$ cat config.mk
export PLATFORM = sky130hd
export DESIGN_NAME = jtag_scan_master_flat
export DESIGN_NICKNAME = d
export VERILOG_FILES = /design/src/hw/rtl/jsm_pkg.sv /design/src/hw/rtl/jsm_req_if.sv /design/src/hw/rtl/jsm_rsp_if.sv /design/src/hw/rtl/jsm_front.sv /design/src/hw/rtl/jsm_queue.sv /design/src/hw/rtl/jsm_back.sv /design/src/hw/rtl/jtag_scan_master.sv /design/src/flat_wrapper.sv
export SDC_FILE = /design/constraint.sdc
export NUM_CORES = 1
export LEC_CHECK = 0
export BUFFER_PORTS_ARGS = -buffer_cell sky130_fd_sc_hd__buf_4
export CORE_AREA = 2 2 142 144
export DETAILED_ROUTE_END_ITERATION = 16
export DIE_AREA = 0 0 144 146
export GPL_TIMING_DRIVEN = 0
export HOLD_SLACK_MARGIN = 0.12
export PLACE_DENSITY = 0.86
export RECOVER_POWER = 100
export SLEW_MARGIN = 20
export SYNTH_ARGS = -nofsm -noshare
export SYNTH_HDL_FRONTEND = slang
export SYNTH_HIERARCHICAL = 1
export SYNTH_SLANG_ARGS = --single-unit
export TNS_END_PERCENT = 100
$ cat constraint.sdc
create_clock -name clock -period 6.5 [get_ports clock]
set_input_delay 0 -clock clock [delete_from_list [all_inputs] [get_ports clock]]
set_output_delay 0 -clock clock [all_outputs]
set_load 0.05 [all_outputs]
$ cat src/hw/rtl/jsm_pkg.sv
// shared types and constants of the jtag scan master
package jsm_pkg;

   // default sizing of the scan engine
   localparam int MaxScanBitsDef = 32;
   localparam int MaxPadBitsDef  = 8;
   localparam int ResetPulsesDef = 5;

   // fixed field widths
   localparam int DataW   = 32;
   localparam int LenW    = 6;
   localparam int PadW    = 4;
   localparam int OpW     = 2;
   localparam int ErrW    = 2;
   localparam int CsrAddrW = 4;
   localparam int CsrDataW = 32;

   // opcodes on the request channel
   localparam logic [OpW-1:0] OP_TICK  = 2'd0;
   localparam logic [OpW-1:0] OP_SCAN  = 2'd1;
   localparam logic [OpW-1:0] OP_RESET = 2'd2;
   localparam logic [OpW-1:0] OP_NOP   = 2'd3;

   // register indexes on the configuration port
   localparam logic [1:0] REG_DR_LEAD  = 2'd0;
   localparam logic [1:0] REG_DR_TRAIL = 2'd1;
   localparam logic [1:0] REG_IR_LEAD  = 2'd2;
   localparam logic [1:0] REG_IR_TRAIL = 2'd3;

   // error codes on the response channel
   localparam logic [ErrW-1:0] ERR_NONE     = 2'd0;
   localparam logic [ErrW-1:0] ERR_ZERO_LEN = 2'd1;
   localparam logic [ErrW-1:0] ERR_TAP_POS  = 2'd2;
   localparam logic [ErrW-1:0] ERR_BUSY     = 2'd3;

   // command class chosen by the front end
   typedef enum logic [1:0] {
      CMD_TICK,
      CMD_SCAN,
      CMD_RESET,
      CMD_NOP
   } cmd_type;

   // one classified request waiting for the back end
   typedef struct packed {
      cmd_type              cmd;
      logic                 tdo;
      logic [DataW-1:0]     bits;
      logic [LenW-1:0]      len;
      logic                 len_zero;
      logic                 select_ir;
      logic                 end_idle;
   } item_type;

   // pad counts from the configuration registers
   typedef struct packed {
      logic [PadW-1:0] dr_lead;
      logic [PadW-1:0] dr_trail;
      logic [PadW-1:0] ir_lead;
      logic [PadW-1:0] ir_trail;
   } cfg_type;

endpackage

$ cat src/hw/rtl/jsm_req_if.sv
// request channel of the jtag scan master
interface jsm_req_if;
   logic        valid;
   logic        ready;
   logic [1:0]  opcode;
   logic        tdo_in;
   logic [31:0] scan_bits;
   logic [5:0]  scan_length;
   logic        select_ir;
   logic        end_in_idle;

   modport source (output valid, opcode, tdo_in, scan_bits, scan_length, select_ir,
                   end_in_idle, input ready);
   modport sink (input valid, opcode, tdo_in, scan_bits, scan_length, select_ir,
                 end_in_idle, output ready);
endinterface

$ cat src/hw/rtl/jsm_rsp_if.sv
// response channel of the jtag scan master
interface jsm_rsp_if;
   logic        valid;
   logic        ready;
   logic        tck_pulse;
   logic        tms_out;
   logic        tdi_out;
   logic        busy_res;
   logic        done_res;
   logic [31:0] captured;
   logic [1:0]  error_code;

   modport source (output valid, tck_pulse, tms_out, tdi_out, busy_res, done_res, captured,
                   error_code, input ready);
   modport sink (input valid, tck_pulse, tms_out, tdi_out, busy_res, done_res, captured,
                 error_code, output ready);
endinterface

$ cat src/hw/rtl/jsm_front.sv
// front end: takes request transfers and classifies them into queue items
module jsm_front (
   jsm_req_if.sink          req_chan,
   output logic             push,
   output jsm_pkg::item_type push_item,
   input  logic             queue_ready
);
   import jsm_pkg::*;

   // accept whenever the queue has room
   assign req_chan.ready = queue_ready;
   assign push = req_chan.valid & queue_ready;

   // opcode decode and length check
   always_comb begin
      push_item.tdo       = req_chan.tdo_in;
      push_item.bits      = req_chan.scan_bits;
      push_item.len       = req_chan.scan_length;
      push_item.len_zero  = (req_chan.scan_length == '0);
      push_item.select_ir = req_chan.select_ir;
      push_item.end_idle  = req_chan.end_in_idle;
      unique case (req_chan.opcode)
         OP_TICK:  push_item.cmd = CMD_TICK;
         OP_SCAN:  push_item.cmd = CMD_SCAN;
         OP_RESET: push_item.cmd = CMD_RESET;
         default:  push_item.cmd = CMD_NOP;
      endcase
   end
endmodule

$ cat src/hw/rtl/jsm_queue.sv
// two-entry queue between the front and back ends
module jsm_queue (
   input  logic              clock,
   input  logic              reset,
   input  logic              push,
   input  jsm_pkg::item_type push_item,
   output logic              push_ready,
   input  logic              pop,
   output logic              pop_valid,
   output jsm_pkg::item_type pop_item
);
   import jsm_pkg::*;

   item_type   slot_ff [2];
   logic       wr_ptr_ff, wr_ptr_in;
   logic       rd_ptr_ff, rd_ptr_in;
   logic [1:0] count_ff, count_in;

   assign push_ready = (count_ff != 2'd2);
   assign pop_valid  = (count_ff != 2'd0);
   assign pop_item   = slot_ff[rd_ptr_ff];

   // pointer and fill count update
   always_comb begin
      wr_ptr_in = push ? ~wr_ptr_ff : wr_ptr_ff;
      rd_ptr_in = pop ? ~rd_ptr_ff : rd_ptr_ff;
      count_in  = count_ff;
      if (push && !pop) begin
         count_in = count_ff + 2'd1;
      end else if (pop && !push) begin
         count_in = count_ff - 2'd1;
      end
   end

   always_ff @(posedge clock) begin
      if (reset) begin
         wr_ptr_ff <= 1'b0;
         rd_ptr_ff <= 1'b0;
         count_ff  <= 2'd0;
      end else begin
         wr_ptr_ff <= wr_ptr_in;
         rd_ptr_ff <= rd_ptr_in;
         count_ff  <= count_in;
      end
   end

   // payload slots
   always_ff @(posedge clock) begin
      if (push) begin
         slot_ff[wr_ptr_ff] <= push_item;
      end
   end
endmodule

$ cat src/hw/rtl/jsm_back.sv
// back end: tap sequencer that executes one queue item per cycle while the response register is free or being taken
module jsm_back #(
   parameter int MAX_SCAN_BITS = jsm_pkg::MaxScanBitsDef,
   parameter int MAX_PAD_BITS  = jsm_pkg::MaxPadBitsDef,
   parameter int RESET_PULSES  = jsm_pkg::ResetPulsesDef
) (
   input  logic              clock,
   input  logic              reset,
   input  logic              item_valid,
   input  jsm_pkg::item_type item,
   output logic              pop,
   input  jsm_pkg::cfg_type  cfg,
   jsm_rsp_if.source         rsp_chan
);
   import jsm_pkg::*;

   localparam int PadMaxW = $clog2(MAX_PAD_BITS + 1);
   localparam int CntMax0 = (MAX_SCAN_BITS > DataW) ? MAX_SCAN_BITS : DataW;
   localparam int CntMax1 = (CntMax0 > MAX_PAD_BITS) ? CntMax0 : MAX_PAD_BITS;
   localparam int CntMax  = (CntMax1 > RESET_PULSES) ? CntMax1 : RESET_PULSES;
   localparam int CntW    = $clog2(CntMax + 1);

   typedef enum logic [3:0] {
      PH_IDLE,
      PH_RST_HIGH,
      PH_RST_LOW,
      PH_SEL_DR,
      PH_SEL_IR,
      PH_CAPTURE,
      PH_TO_SHIFT,
      PH_LEAD,
      PH_DATA,
      PH_TRAIL,
      PH_TO_UPDATE,
      PH_FINAL
   } phase_type;

   typedef enum logic [1:0] {
      TAP_UNKNOWN,
      TAP_IDLE,
      TAP_SELDR
   } tap_type;

   // sequencer state
   phase_type           phase_ff, phase_in;
   tap_type             tap_ff, tap_in;
   logic [CntW-1:0]     cnt_ff, cnt_in;
   logic [DataW-1:0]    out_shift_ff, out_shift_in;
   logic [DataW-1:0]    in_shift_ff, in_shift_in;
   logic [CntW-1:0]     len_ff, len_in;
   logic                is_ir_ff, is_ir_in;
   logic                end_idle_ff, end_idle_in;
   logic [PadMaxW-1:0]  lead_ff, lead_in;
   logic [PadMaxW-1:0]  trail_ff, trail_in;

   // response register
   logic                rsp_valid_ff, rsp_valid_in;
   logic                tck_ff, tck_in;
   logic                tms_ff, tms_in;
   logic                tdi_ff, tdi_in;
   logic                busy_ff, busy_in;
   logic                done_ff, done_in;
   logic [DataW-1:0]    cap_ff, cap_in;
   logic [ErrW-1:0]     err_ff, err_in;

   logic                busy_now;
   logic [CntW-1:0]     cnt_inc;
   logic [CntW-1:0]     lead_ext;
   logic [CntW-1:0]     trail_ext;
   logic [PadW-1:0]     lead_raw;
   logic [PadW-1:0]     trail_raw;

   assign pop       = item_valid & (~rsp_valid_ff | rsp_chan.ready);
   assign busy_now  = (phase_ff != PH_IDLE);
   assign cnt_inc   = cnt_ff + CntW'(1);
   assign lead_ext  = CntW'(lead_ff);
   assign trail_ext = CntW'(trail_ff);
   assign lead_raw  = item.select_ir ? cfg.ir_lead : cfg.dr_lead;
   assign trail_raw = item.select_ir ? cfg.ir_trail : cfg.dr_trail;

   assign rsp_chan.valid      = rsp_valid_ff;
   assign rsp_chan.tck_pulse  = tck_ff;
   assign rsp_chan.tms_out    = tms_ff;
   assign rsp_chan.tdi_out    = tdi_ff;
   assign rsp_chan.busy_res   = busy_ff;
   assign rsp_chan.done_res   = done_ff;
   assign rsp_chan.captured   = cap_ff;
   assign rsp_chan.error_code = err_ff;

   // next state and response for the item at the queue head
   always_comb begin
      phase_in     = phase_ff;
      tap_in       = tap_ff;
      cnt_in       = cnt_ff;
      out_shift_in = out_shift_ff;
      in_shift_in  = in_shift_ff;
      len_in       = len_ff;
      is_ir_in     = is_ir_ff;
      end_idle_in  = end_idle_ff;
      lead_in      = lead_ff;
      trail_in     = trail_ff;
      tck_in       = 1'b0;
      tms_in       = 1'b0;
      tdi_in       = 1'b0;
      done_in      = 1'b0;
      cap_in       = '0;
      err_in       = ERR_NONE;
      rsp_valid_in = rsp_valid_ff & ~rsp_chan.ready;

      if (pop) begin
         rsp_valid_in = 1'b1;
         case (item.cmd) inside
            CMD_SCAN, CMD_RESET: begin
               if (busy_now) begin
                  err_in = ERR_BUSY;
               end else if (item.cmd == CMD_RESET) begin
                  phase_in = PH_RST_HIGH;
                  cnt_in   = '0;
               end else if (item.len_zero) begin
                  err_in = ERR_ZERO_LEN;
               end else if (tap_ff == TAP_UNKNOWN) begin
                  err_in = ERR_TAP_POS;
               end else begin
                  len_in       = (32'(item.len) > MAX_SCAN_BITS) ? CntW'(MAX_SCAN_BITS)
                                                                  : CntW'(item.len);
                  is_ir_in     = item.select_ir;
                  end_idle_in  = item.end_idle;
                  lead_in      = (32'(lead_raw) > MAX_PAD_BITS) ? PadMaxW'(MAX_PAD_BITS)
                                                                : PadMaxW'(lead_raw);
                  trail_in     = (32'(trail_raw) > MAX_PAD_BITS) ? PadMaxW'(MAX_PAD_BITS)
                                                                 : PadMaxW'(trail_raw);
                  out_shift_in = item.bits;
                  in_shift_in  = '0;
                  cnt_in       = '0;
                  if (tap_ff == TAP_IDLE) begin
                     phase_in = PH_SEL_DR;
                  end else begin
                     phase_in = item.select_ir ? PH_SEL_IR : PH_CAPTURE;
                  end
               end
            end
            CMD_TICK: begin
               if (busy_now) begin
                  tck_in = 1'b1;
                  unique case (phase_ff)
                     PH_RST_HIGH: begin
                        tms_in = 1'b1;
                        cnt_in = cnt_inc;
                        if (cnt_inc >= CntW'(RESET_PULSES)) begin
                           phase_in = PH_RST_LOW;
                           cnt_in   = '0;
                        end
                     end
                     PH_RST_LOW: begin
                        tap_in   = TAP_IDLE;
                        phase_in = PH_IDLE;
                        done_in  = 1'b1;
                     end
                     PH_SEL_DR: begin
                        tms_in   = 1'b1;
                        phase_in = is_ir_ff ? PH_SEL_IR : PH_CAPTURE;
                     end
                     PH_SEL_IR: begin
                        tms_in   = 1'b1;
                        phase_in = PH_CAPTURE;
                     end
                     PH_CAPTURE: begin
                        phase_in = PH_TO_SHIFT;
                     end
                     PH_TO_SHIFT: begin
                        cnt_in   = '0;
                        phase_in = (lead_ff != '0) ? PH_LEAD : PH_DATA;
                     end
                     PH_LEAD: begin
                        tdi_in = 1'b1;
                        cnt_in = cnt_inc;
                        if (cnt_inc >= lead_ext) begin
                           cnt_in   = '0;
                           phase_in = PH_DATA;
                        end
                     end
                     PH_DATA: begin
                        // data bits go out LSB first, zeros past the loaded word
                        tdi_in       = out_shift_ff[0];
                        out_shift_in = {1'b0, out_shift_ff[DataW-1:1]};
                        if (item.tdo && (cnt_ff < CntW'(DataW))) begin
                           in_shift_in[cnt_ff[$clog2(DataW)-1:0]] = 1'b1;
                        end
                        tms_in = (cnt_inc >= len_ff) && (trail_ff == '0);
                        cnt_in = cnt_inc;
                        if (cnt_inc >= len_ff) begin
                           cnt_in   = '0;
                           phase_in = (trail_ff != '0) ? PH_TRAIL : PH_TO_UPDATE;
                        end
                     end
                     PH_TRAIL: begin
                        tdi_in = 1'b1;
                        tms_in = (cnt_inc >= trail_ext);
                        cnt_in = cnt_inc;
                        if (cnt_inc >= trail_ext) begin
                           cnt_in   = '0;
                           phase_in = PH_TO_UPDATE;
                        end
                     end
                     PH_TO_UPDATE: begin
                        tms_in   = 1'b1;
                        phase_in = PH_FINAL;
                     end
                     PH_FINAL: begin
                        tms_in   = ~end_idle_ff;
                        tap_in   = end_idle_ff ? TAP_IDLE : TAP_SELDR;
                        phase_in = PH_IDLE;
                        cnt_in   = '0;
                        done_in  = 1'b1;
                        cap_in   = in_shift_ff;
                     end
                     default: begin
                     end
                  endcase
               end
            end
            default: begin
            end
         endcase
      end
      busy_in = (phase_in != PH_IDLE);
   end

   // state and response registers
   always_ff @(posedge clock) begin
      if (reset) begin
         phase_ff     <= PH_IDLE;
         tap_ff       <= TAP_UNKNOWN;
         rsp_valid_ff <= 1'b0;
      end else begin
         phase_ff     <= phase_in;
         tap_ff       <= tap_in;
         rsp_valid_ff <= rsp_valid_in;
      end
      cnt_ff       <= cnt_in;
      out_shift_ff <= out_shift_in;
      in_shift_ff  <= in_shift_in;
      len_ff       <= len_in;
      is_ir_ff     <= is_ir_in;
      end_idle_ff  <= end_idle_in;
      lead_ff      <= lead_in;
      trail_ff     <= trail_in;
      if (pop) begin
         tck_ff  <= tck_in;
         tms_ff  <= tms_in;
         tdi_ff  <= tdi_in;
         busy_ff <= busy_in;
         done_ff <= done_in;
         cap_ff  <= cap_in;
         err_ff  <= err_in;
      end
   end
endmodule

$ cat src/hw/rtl/jtag_scan_master.sv
// jtag scan master top level: configuration registers, front end, queue and sequencer
//
// Each request transfer (a TCK tick, a scan start, a TAP reset or a no-op) yields exactly
// one response transfer, in order. The block takes one request per clock and gives one
// response per clock when the response side keeps ready high; a request's response
// passes through the two-entry queue and then the response register before it is
// presented. The rate is set by the sequencer in the back end, which updates the TAP
// phase, bit counter and shift registers for each item that it takes from the queue.
// A reset command is followed by RESET_PULSES ticks with TMS high and one tick with
// TMS low; scans are refused with a TAP position error until such a reset sequence
// completes. The user must write the pad registers over the APB-style port only while
// no item is in flight; the block itself does not enforce it.
module jtag_scan_master #(
   parameter int MAX_SCAN_BITS = jsm_pkg::MaxScanBitsDef,
   parameter int MAX_PAD_BITS  = jsm_pkg::MaxPadBitsDef,
   parameter int RESET_PULSES  = jsm_pkg::ResetPulsesDef
) (
   input  logic                           clock,
   input  logic                           reset,
   jsm_req_if.sink                        req_chan,
   jsm_rsp_if.source                      rsp_chan,
   input  logic                           psel,
   input  logic                           penable,
   input  logic                           pwrite,
   input  logic [jsm_pkg::CsrAddrW-1:0]   paddr,
   input  logic [jsm_pkg::CsrDataW-1:0]   pwdata,
   output logic [jsm_pkg::CsrDataW-1:0]   prdata,
   output logic                           pready
);
   import jsm_pkg::*;

   cfg_type    cfg_ff, cfg_in;
   logic       csr_write;
   logic [1:0] csr_index;
   logic [PadW-1:0] read_pad;

   logic       push;
   item_type   push_item;
   logic       queue_ready;
   logic       pop;
   logic       head_valid;
   item_type   head_item;

   // configuration port: register i at byte address 4*i
   assign pready    = 1'b1;
   assign csr_write = psel & penable & pwrite;
   assign csr_index = paddr[3:2];

   always_comb begin
      cfg_in = cfg_ff;
      if (csr_write) begin
         case (csr_index)
            REG_DR_LEAD:  cfg_in.dr_lead  = pwdata[PadW-1:0];
            REG_DR_TRAIL: cfg_in.dr_trail = pwdata[PadW-1:0];
            REG_IR_LEAD:  cfg_in.ir_lead  = pwdata[PadW-1:0];
            default:      cfg_in.ir_trail = pwdata[PadW-1:0];
         endcase
      end
   end

   // register readback
   always_comb begin
      unique case (csr_index)
         REG_DR_LEAD:  read_pad = cfg_ff.dr_lead;
         REG_DR_TRAIL: read_pad = cfg_ff.dr_trail;
         REG_IR_LEAD:  read_pad = cfg_ff.ir_lead;
         default:      read_pad = cfg_ff.ir_trail;
      endcase
      prdata = CsrDataW'(read_pad);
   end

   always_ff @(posedge clock) begin
      if (reset) begin
         cfg_ff <= '0;
      end else begin
         cfg_ff <= cfg_in;
      end
   end

   // request classification
   jsm_front u_front (
      .req_chan    (req_chan),
      .push        (push),
      .push_item   (push_item),
      .queue_ready (queue_ready)
   );

   // decoupling queue
   jsm_queue u_queue (
      .clock      (clock),
      .reset      (reset),
      .push       (push),
      .push_item  (push_item),
      .push_ready (queue_ready),
      .pop        (pop),
      .pop_valid  (head_valid),
      .pop_item   (head_item)
   );

   // tap sequencer and response register
   jsm_back #(
      .MAX_SCAN_BITS (MAX_SCAN_BITS),
      .MAX_PAD_BITS  (MAX_PAD_BITS),
      .RESET_PULSES  (RESET_PULSES)
   ) u_back (
      .clock      (clock),
      .reset      (reset),
      .item_valid (head_valid),
      .item       (head_item),
      .pop        (pop),
      .cfg        (cfg_ff),
      .rsp_chan   (rsp_chan)
   );
endmodule
$ cat src/flat_wrapper.sv
// flat-port wrapper written by rule: the top's interface ports become plain ports
module jtag_scan_master_flat import jsm_pkg::*;
#(
   parameter int MAX_SCAN_BITS = jsm_pkg::MaxScanBitsDef,
   parameter int MAX_PAD_BITS  = jsm_pkg::MaxPadBitsDef,
   parameter int RESET_PULSES  = jsm_pkg::ResetPulsesDef
)
  (clock, reset, psel, penable, pwrite, paddr, pwdata, prdata, pready, req_chan_valid, req_chan_opcode, req_chan_tdo_in, req_chan_scan_bits, req_chan_scan_length, req_chan_select_ir, req_chan_end_in_idle, req_chan_ready, rsp_chan_valid, rsp_chan_tck_pulse, rsp_chan_tms_out, rsp_chan_tdi_out, rsp_chan_busy_res, rsp_chan_done_res, rsp_chan_captured, rsp_chan_error_code, rsp_chan_ready);
  jsm_req_if req_chan_i ();
  jsm_rsp_if rsp_chan_i ();
  input  logic clock;
  input  logic reset;
  input  logic psel;
  input  logic penable;
  input  logic pwrite;
  input  logic [jsm_pkg::CsrAddrW-1:0] paddr;
  input  logic [jsm_pkg::CsrDataW-1:0] pwdata;
  output logic [jsm_pkg::CsrDataW-1:0] prdata;
  output logic pready;
  input wire logic [$bits(req_chan_i.valid)-1:0] req_chan_valid;
  input wire logic [$bits(req_chan_i.opcode)-1:0] req_chan_opcode;
  input wire logic [$bits(req_chan_i.tdo_in)-1:0] req_chan_tdo_in;
  input wire logic [$bits(req_chan_i.scan_bits)-1:0] req_chan_scan_bits;
  input wire logic [$bits(req_chan_i.scan_length)-1:0] req_chan_scan_length;
  input wire logic [$bits(req_chan_i.select_ir)-1:0] req_chan_select_ir;
  input wire logic [$bits(req_chan_i.end_in_idle)-1:0] req_chan_end_in_idle;
  output wire logic [$bits(req_chan_i.ready)-1:0] req_chan_ready;
  output wire logic [$bits(rsp_chan_i.valid)-1:0] rsp_chan_valid;
  output wire logic [$bits(rsp_chan_i.tck_pulse)-1:0] rsp_chan_tck_pulse;
  output wire logic [$bits(rsp_chan_i.tms_out)-1:0] rsp_chan_tms_out;
  output wire logic [$bits(rsp_chan_i.tdi_out)-1:0] rsp_chan_tdi_out;
  output wire logic [$bits(rsp_chan_i.busy_res)-1:0] rsp_chan_busy_res;
  output wire logic [$bits(rsp_chan_i.done_res)-1:0] rsp_chan_done_res;
  output wire logic [$bits(rsp_chan_i.captured)-1:0] rsp_chan_captured;
  output wire logic [$bits(rsp_chan_i.error_code)-1:0] rsp_chan_error_code;
  input wire logic [$bits(rsp_chan_i.ready)-1:0] rsp_chan_ready;
  assign req_chan_i.valid = req_chan_valid;
  assign req_chan_i.opcode = req_chan_opcode;
  assign req_chan_i.tdo_in = req_chan_tdo_in;
  assign req_chan_i.scan_bits = req_chan_scan_bits;
  assign req_chan_i.scan_length = req_chan_scan_length;
  assign req_chan_i.select_ir = req_chan_select_ir;
  assign req_chan_i.end_in_idle = req_chan_end_in_idle;
  assign req_chan_ready = req_chan_i.ready;
  assign rsp_chan_valid = rsp_chan_i.valid;
  assign rsp_chan_tck_pulse = rsp_chan_i.tck_pulse;
  assign rsp_chan_tms_out = rsp_chan_i.tms_out;
  assign rsp_chan_tdi_out = rsp_chan_i.tdi_out;
  assign rsp_chan_busy_res = rsp_chan_i.busy_res;
  assign rsp_chan_done_res = rsp_chan_i.done_res;
  assign rsp_chan_captured = rsp_chan_i.captured;
  assign rsp_chan_error_code = rsp_chan_i.error_code;
  assign rsp_chan_i.ready = rsp_chan_ready;
  jtag_scan_master #(.MAX_SCAN_BITS(MAX_SCAN_BITS), .MAX_PAD_BITS(MAX_PAD_BITS), .RESET_PULSES(RESET_PULSES)) u_core (.clock(clock), .reset(reset), .req_chan(req_chan_i), .rsp_chan(rsp_chan_i), .psel(psel), .penable(penable), .pwrite(pwrite), .paddr(paddr), .pwdata(pwdata), .prdata(prdata), .pready(pready));
endmodule
# Word level (Yosys, flattened, before mapping)
# Memory sizes are Yosys's and may differ from the RTL's. A register that Yosys moved wholly into a read port is not among the register bits.
# Index checks and enable logic that the tools add are counted.
word_totals:
  register_bits: 152
  latchBits: 0
  ramBits: 88
  mem_bits_ro: 0
  input_bits: 86
  output_inout_bits: 74
  wordCells: 196
  n_memories: 1
op_classes:
  n_addsub: 3
  mul: 0
  div: 0
  n_lt_le_gt_ge: 10
  n_eq_ne: 24
  n_shift: 0
  n_mux: 70
  bitwise: 20
  reduce_logical: 43
memory_table:
  columns: ["name", "words", "word_bits", "read_ports", "rd_ports_with_merged_regs", "write_ports", "line", "rtl"]
  rows:
  - ["u_core.u_queue.slot_ff", 2, 44, 1, 1, 1, "jsm_queue.sv:14", "item_type slot_ff [2];"]
op_table:
  columns: ["op", "n"]
  rows:
  - ["32-bit two-way mux", 17]
  - ["6-bit two-way mux", 11]
  - ["4-bit two-way mux", 15]
  - ["4-bit one-hot mux with 10 select lines", 1]
  - ["32-bit OR", 1]
  - ["6-bit one-hot mux with 5 select lines", 1]
  - ["4-bit by 3-bit equality test with 1-bit output (second input constant)", 4]
  - ["4-bit equality test (second input constant)", 4]
  - ["2-bit two-way mux", 8]
  - ["4-bit nonzero test", 4]
  - ["2-bit nonzero test", 7]
  - ["1-bit inverter", 13]
  - ["6-bit by 4-bit >= comparator with 1-bit output", 2]
  - ["4-bit one-hot mux with 3 select lines", 1]
  - ["1-bit two-way mux", 10]
  - ["9-bit AND reduction", 1]
  - ["2-bit by 1-bit equality test with 1-bit output (second input constant)", 4]
  - ["4-bit by 2-bit equality test with 1-bit output (second input constant)", 2]
  - ["4-bit > comparator (second input constant)", 2]
  - ["2-bit logical NOT", 4]
  - ["2-bit inequality test (second input constant)", 4]
  - ["2-bit AND reduction", 4]
  - ["8-bit AND reduction", 1]
  - ["2-bit OR reduction", 4]
  - ["other kinds (31)", 45]

# Depth between registers and ports, before layout
# Gate-level depths: netlist of run 1.
logic_depth:
  word_depth: 10
  depth_mapped: 13
  mapped_depth_nobuf: 10

# Modules after synthesis
# Netlist of run 1, hierarchy kept.
modules_own_cells:
  columns: ["module", "n_inst", "cells_each", "area_per_inst_um2"]
  rows:
  - ["jsm_back", 1, 522, 6448.7]
  - ["jsm_queue", 1, 159, 3395.8]
  - ["jtag_scan_master", 1, 103, 1003.5]
  - ["jsm_front", 1, 47, 346.6]

# Least setup slack after synthesis of run 1
# Ideal clock, no wire load.
synth_path:
  path_type: "register to register"
  from: "register with a tool-made name"
  to: "register u_core.u_back.in_shift_ff[0] (enable)"
  setup_ns: 0.502
  arrival_ns: 5.043
  required_time_ns: 5.998
  slack_ns: 0.956
  stages_incl_launch_ff: 10
  cell_sequence: "dfxtp_1 -> buf_2 -> buf_6 -> mux2_1 -> inv_1 -> ha_1 -> clkbuf_1 -> clkbuf_1 -> o21ai_0 -> nor4_1"
synth_lines:
  columns: ["element", "line", "rtl"]
  rows:
  - ["end signal: assignment", "jsm_back.sv:242", "in_shift_ff <= in_shift_in;"]
  - ["end: declaration", "jsm_back.sv:49", "logic [DataW-1:0] in_shift_ff, in_shift_in;"]

==> impl_metrics.yaml, run 1 <==
setup_path:
  crit_fanout: 10
  cp_data_required_time_ns: 6.71
  cp-start-kind: "register"
  path_cells: "clkbuf_1, clkbuf_1, mux2_1, inv_1, ha_1, clkbuf_1, clkbuf_1, o21ai_0, nor4_2, clkbuf_1, buf_4, buf_2"
  crit_type: "register to register"
  cp_num_buf_inv: 8
  crit_family: "buffers and inverters"
  cpMostUsedCell: "clkbuf_1"
  crit_path_end_kind: "register"
  critPathSlowestCell: "nor4_2"
  worstPathArrival_ns: 5.31
  critPathMaxStageDelay_ns: 0.66
floorplanning:
  fp.dieH_um: 146
  core_um2: 19300
  dieWidth_um: 144
  rows: 51
  start_util: 0.579
  die_area_um2: 21000
  ios: 160
global_routing:
  grt_antenna_before_repair: 0
  grt_usage: 0.207
  grt_pass1_wl_um: 34400
  overflow: 0
  grt_max_degree: 49
  grt_pass1_vias: 6852
clock_tree:
  clk_latency_ns: 0.52
  path_clk_slew_ns: 0.07
  cts.hold.buffers_added: 62
  post-cts-setup-buffers: 0
  cts_root_buf: "clkbuf_16"
  clockBufferDepth: 3
  cts_max_level: 1
  cts_made_buffers: 25
  cts_resized: 0
  cts_tree: "yes"
  clock-sinks: 241
outcome:
  outcome: "complete, but fails checks"
  violations: "max-capacitance violations, max-slew violations"
finish:
  final_cell_mix: "edfxtp_1 (213), clkbuf_1 (101), nor2_1 (63), dlygate4sd3_1 (62), mux2_1 (48)"
  seq_area_um2: 6960
  num-fill-cells: 1304
  finish.utilization: 0.692
  layout_commonest_cell: "edfxtp_1"
  antennaDiodeCount: 0
  drive_gt1_frac: 0.156
  multiInputGateArea_um2: 3480
  nets: 1129
  area_delta_synth_final_pct: 19.6
timing:
  finalSetupViolCount: 0
  grt_setup_unrepaired: "no"
  period_share: 0.785
  tightest_slew_ns: 2.44
  final_hold_viol_count: 0
  min_period_ns: 5.10
  worst_hold_slack_ns: 0.226
  finalSetupTns_ns: 0
  fin_skew_ns: 0.0219
  slew_headroom: -0.628
  report.final.slew_viol_count: 102
  max_freq_mhz: 196
logic_synthesis:
  syn_avg_cell_area_um2: 13.5
  yosysWarnings: 6
  synth-async-reset-ratio: 0
  synth.distinct_cells: 65
  synth_ff_type: "edfxtp_1"
  synth_edf_count: 213
  netlist.area_leader.share: 0.571
  ys_seq_area_frac: 0.621
  syn_area_um2: 11200
  ys_top_cells_by_area: "edfxtp_1 (57%), dfxtp_1 (5.0%), buf_4 (4.8%), mux2_1 (4.4%), mux2_2 (3.3%)"
  synth_top_area_cell: "edfxtp_1"
  ys_seq_elements: 241
  syn_inst: 831
worst_hold_path:
  hold_class: "primary input to register"
drt:
  drt_wl_total_um: 22100
  antenna_left: 0
  vias: 6922
  detailedRoute.firstPassIterationCount: 5
  drt-initial-drc-count: 413
  wl_per_cell_um: 17.0
  drc_errors: 0
  vias_per_cell: 5.32
power:
  vdd_ir_drop_max_mv: 0.254
  pwr_density_cell_nw_per_um2: 385
  p_leak_nw: 4.93
run:
  maxCapViolCount: 3
placement:
  place_congestion: 0.864
  io_buffers: 62
  dpl.hpwl_um: 14300
==> cell usage after synthesis, types with 3 or more instances <==
library cell,number
nor3_1,13
ha_1,24
buf_4,71
nor2b_1,24
a31oi_1,18
mux2i_1,19
o211ai_1,3
nand3_1,6
dfxtp_1,28
buf_1,8
nand4_1,4
and2_1,37
nand2b_1,25
xor2_1,6
xnor2_1,3
a21oi_1,35
nor4_1,5
nand2_1,16
o21ai_0,20
buf_6,8
buf_2,5
mux2_2,33
or4_1,4
mux4_1,4
edfxtp_1,213
inv_1,25
mux2_1,44
nor2_1,63
or3_1,3
nor3_2,4
clkbuf_1,17
==> sequential cells by signal, summed over array words and instances (netlist names), 2 cells and up, named ones only <==
name	flops
u_core/u_back/rsp_chan.captured	32
u_core/u_back/cnt_ff	6
u_core/u_back/rsp_chan.error_code	2
u_core/u_back/len_ff	6
u_core/u_back/in_shift_ff	32
u_core/u_back/tap_ff	2
u_core/u_queue/count_ff	2
u_core/u_back/lead_ff	4
u_core/u_back/out_shift_ff	32
u_core/u_back/phase_ff	4
u_core/u_queue/slot_ff	88
u_core/cfg_ff	16
u_core/u_back/trail_ff	4
==> where the power goes <==
group          switching [mW]  total, mW  internal (mW)
clock                   0.574       1.50          0.930
combinational            1.07       1.56          0.487
sequential             0.0645       2.09           2.02
total                    1.71       5.15           3.44
==> kinds of logic after synthesis <==
kind of cell | after synthesis | synth area share
xor+xnor | 10 | 0.00850
fa+ha+maj | 25 | 0.0286
other cells | 2 | 0.000671
compound gates | 99 | 0.0561
simple gates | 216 | 0.105
buf+inv | 138 | 0.0762
flops | 241 | 0.621
mux | 100 | 0.104
==> area by class of cell <==
type | count | area share
inverters | 27 | 0.00766
well taps | 265 | 0.0248
clock buffers | 31 | 0.0499
flip-flops and latches | 241 | 0.520
plain buffers | 111 | 0.0510
clock inverters | 15 | 0.0154
multi-input cells | 479 | 0.260
repair buffers | 133 | 0.0718
==> path summary, 6_finish.rpt <==
check | from | to | slack, ns | cells after the start
worst max-delay path | register | u_core/u_back/in_shift_ff[26]$_SDFFCE_PN0P_ | 1.40 | 12
worst min-delay path | req_chan_scan_bits[25] | u_core/u_queue/slot_ff[0][34]$_DFFE_PP_ | 0.23 | 2
worst max register to register | register | u_core/u_back/in_shift_ff[26]$_SDFFCE_PN0P_ | 1.40 | 12
worst min register to register | u_core/cfg_ff[1]$_SDFFE_PP0P_ | u_core/cfg_ff[1]$_SDFFE_PP0P_ | 0.50 | 2
==> through the flow <==
| step | power, mW | instances | cell area, µm² | setup WS [ns] |
|---|---|---|---|---|
| 6_report | 5.15 | 1302 | 13400 | 1.40 |
| 5_1_grt | 5.36 | 1302 | 13400 | 0.967 |
| 4_1_cts | 5.27 | 1302 | 13700 | 2.21 |
| 3_5_place_dp | 3.74 | 1194 | 12200 | 2.32 |
| 3_3_place_gp | 3.66 | 1185 | 12100 | -0.575 |
| 2_1_floorplan | 3.30 | 858 | 11300 | 0.956 |
==> metal layers <==
metal	vias up	part of all wire	wire (µm)	global-route usage
met1	3293	0.41	9140	0.267
met4	0	0.027	607	0.0716
li1	3304	-	-	-
met2	269	0.50	11100	0.358
met3	56	0.053	1180	0.0290
met5	-	0	0	0
Note: power is estimated with default switching activity, not from simulation.
==> run 2, diff against run 1 <==
Clock period 6.5 ns to 4.7 ns, I/O delays scaled along.
==> impl_metrics.yaml, run 2 (synthesized netlist as in run 1, its figures left out) <==
drt:
  antenna_left: 0
  wl_met3_um: 1330
  vias_per_cell: 5.30
  vias: 6882
  drt-initial-drc-count: 476
  highest_layer: "met4"
  drc_errors: 0
  detailedRoute.firstPassIterationCount: 6
  wl_met2_um: 10500
  wl_per_cell_um: 16.5
  drt_wl_total_um: 21400
  drt-met1-wl_um: 9060
power:
  pwr_density_cell_nw_per_um2: 522
  p_int_mw: 4.61
  pwr-share-clk: 0.273
  p_comb_frac: 0.315
  p_sw_mw: 2.35
  vdd_ir_drop_max_mv: 0.527
  report.power.total_mw: 6.96
  p_leak_nw: 4.91
  seqPwrFrac: 0.412
  swShare: 0.338
global_routing:
  grt_usage: 0.202
  overflow: 0
  grt_max_degree: 49
  grt_pass1_vias: 6694
  grt_pass1_wl_um: 33700
  grt_antenna_before_repair: 0
clock_tree:
  clk_latency_ns: 0.51
  cts_made_buffers: 24
  post-cts-setup-buffers: 0
  cts_root_buf: "clkbuf_16"
  clockBufferDepth: 3
  cts_max_level: 1
  cts_tree: "yes"
  path_clk_slew_ns: 0.06
  clock-sinks: 241
worst_hold_path:
  hold_class: "primary input to register"
  min_path_cells: 2
setup_path:
  worstPathArrival_ns: 4.31
  cp_data_required_time_ns: 4.90
  cp-start-kind: "register"
  crit_path_end_kind: "register"
  r2r_cells: 10
  critPathMaxStageDelay_ns: 0.53
  path_cells: "clkbuf_1, buf_6, mux2_1, inv_1, ha_1, clkbuf_1, clkbuf_1, o21ai_0, nor4_4, buf_4"
  cpMostUsedCell: "clkbuf_1"
  crit_type: "register to register"
  critPathSlowestCell: "nor4_4"
  crit_fanout: 14
outcome:
  violations: "max-capacitance violations, max-slew violations"
  outcome: "complete, but fails checks"
timing:
  finalSetupViolCount: 0
  slew_headroom: -0.181
  min_period_ns: 4.10
  final_hold_viol_count: 0
  period_share: 0.873
  max_freq_mhz: 244
  fin_skew_ns: 0.00864
  grt_setup_unrepaired: "no"
  report.final.slew_viol_count: 53
  tightest_slew_ns: 1.77
finish:
  drive_gt1_frac: 0.155
  final_cell_mix: "edfxtp_1 (213), clkbuf_1 (90), dlygate4sd3_1 (62), nor2_1 (62), mux2_1 (51)"
  largest_register_ffs: 88
  num-fill-cells: 1322
  layout_commonest_cell: "edfxtp_1"
  area_delta_synth_final_pct: 19.1
  nets: 1126
  top_register: "u_core/u_queue/slot_ff"
  finish.utilization: 0.690
  antennaDiodeCount: 0
  final_area_um2: 13300
floorplanning:
  ios: 160
  dieWidth_um: 144
  rows: 51
  die_area_um2: 21000
  core_um2: 19300
  fp.dieH_um: 146
  start_util: 0.579
placement:
  place_area_um2: 12200
  dpl.hpwl_um: 14000
  io_buffers: 62
  place_congestion: 0.871
run:
  maxCapViolCount: 2
[run 2: layer usage]
| metal | GRT usage | vias up |
|---|---|---|
| met5 | 0 | - |
| met4 | 0.0510 | 0 |
| met3 | 0.0336 | 48 |
| met2 | 0.346 | 281 |
| met1 | 0.268 | 3262 |
| li1 | - | 3291 |
[run 2: final timing paths]
path,from,endpoint,slack [ns]
worst min register to register,u_core/cfg_ff[12]$_SDFFE_PP0P_,u_core/cfg_ff[12]$_SDFFE_PP0P_,0.50
worst max register to register,register,u_core/u_back/in_shift_ff[16]$_SDFFCE_PN0P_,0.60
worst max-delay path,register,u_core/u_back/in_shift_ff[16]$_SDFFCE_PN0P_,0.60
worst min-delay path,req_chan_scan_bits[27],u_core/u_queue/slot_ff[1][36]$_DFFE_PP_,0.23
[run 2: through the flow]
step / setup WS, ns / hold slack (ns) / setup TNS [ns] / instances
floorplan: 0.478 / 0.0691 / 0 / 858
global placement: -0.670 / 0.185 / -33.28 / 1185
detailed placement: 0.923 / 0.188 / 0 / 1192
CTS: 0.878 / 0.201 / 0 / 1298
global route: 0.346 / 0.232 / 0 / 1298
finish: 0.598 / 0.231 / 0 / 1298
[run 2: what timing repair did]
action | CTS | global route
hold buffers | 62 | 0
gates resized for setup | 0 | 0
endpoints found under the setup margin | 0 | 0
hold endpoints to repair | 116 | 0
[run 2: layout make-up]
cell class | count | area [µm²] | area share
Multi-Input combinational cell | 479 | 3480 | 0.261
Clock buffer | 26 | 629 | 0.0472
Tap cell | 265 | 332 | 0.0249
Timing Repair Buffer | 131 | 987 | 0.0740
Sequential cell | 241 | 6960 | 0.522
Clock inverter | 18 | 159 | 0.0119
Inverter | 27 | 103 | 0.00769
Buffer | 111 | 687 | 0.0515
[run 2: worst max-delay path: cells and delay by family (launching register included)]
kind	cells	cell delay, ns
compound gates	1	0.26
fa+ha+maj	1	0.16
buf+inv	6	2.10
flops	1	0.31
mux	1	0.42
simple gates	1	0.53
[run 2: power by group through the flow]
stage          combinational, mW  sequential [mW]  clock (mW)
6_report                    2.19             2.87        1.90
5_1_grt                     2.35             2.89        2.00
4_1_cts                     2.33             2.86        1.93
3_5_place_dp                2.27             2.90           0
3_3_place_gp                2.14             2.92           0
2_1_floorplan               1.23             3.34           0
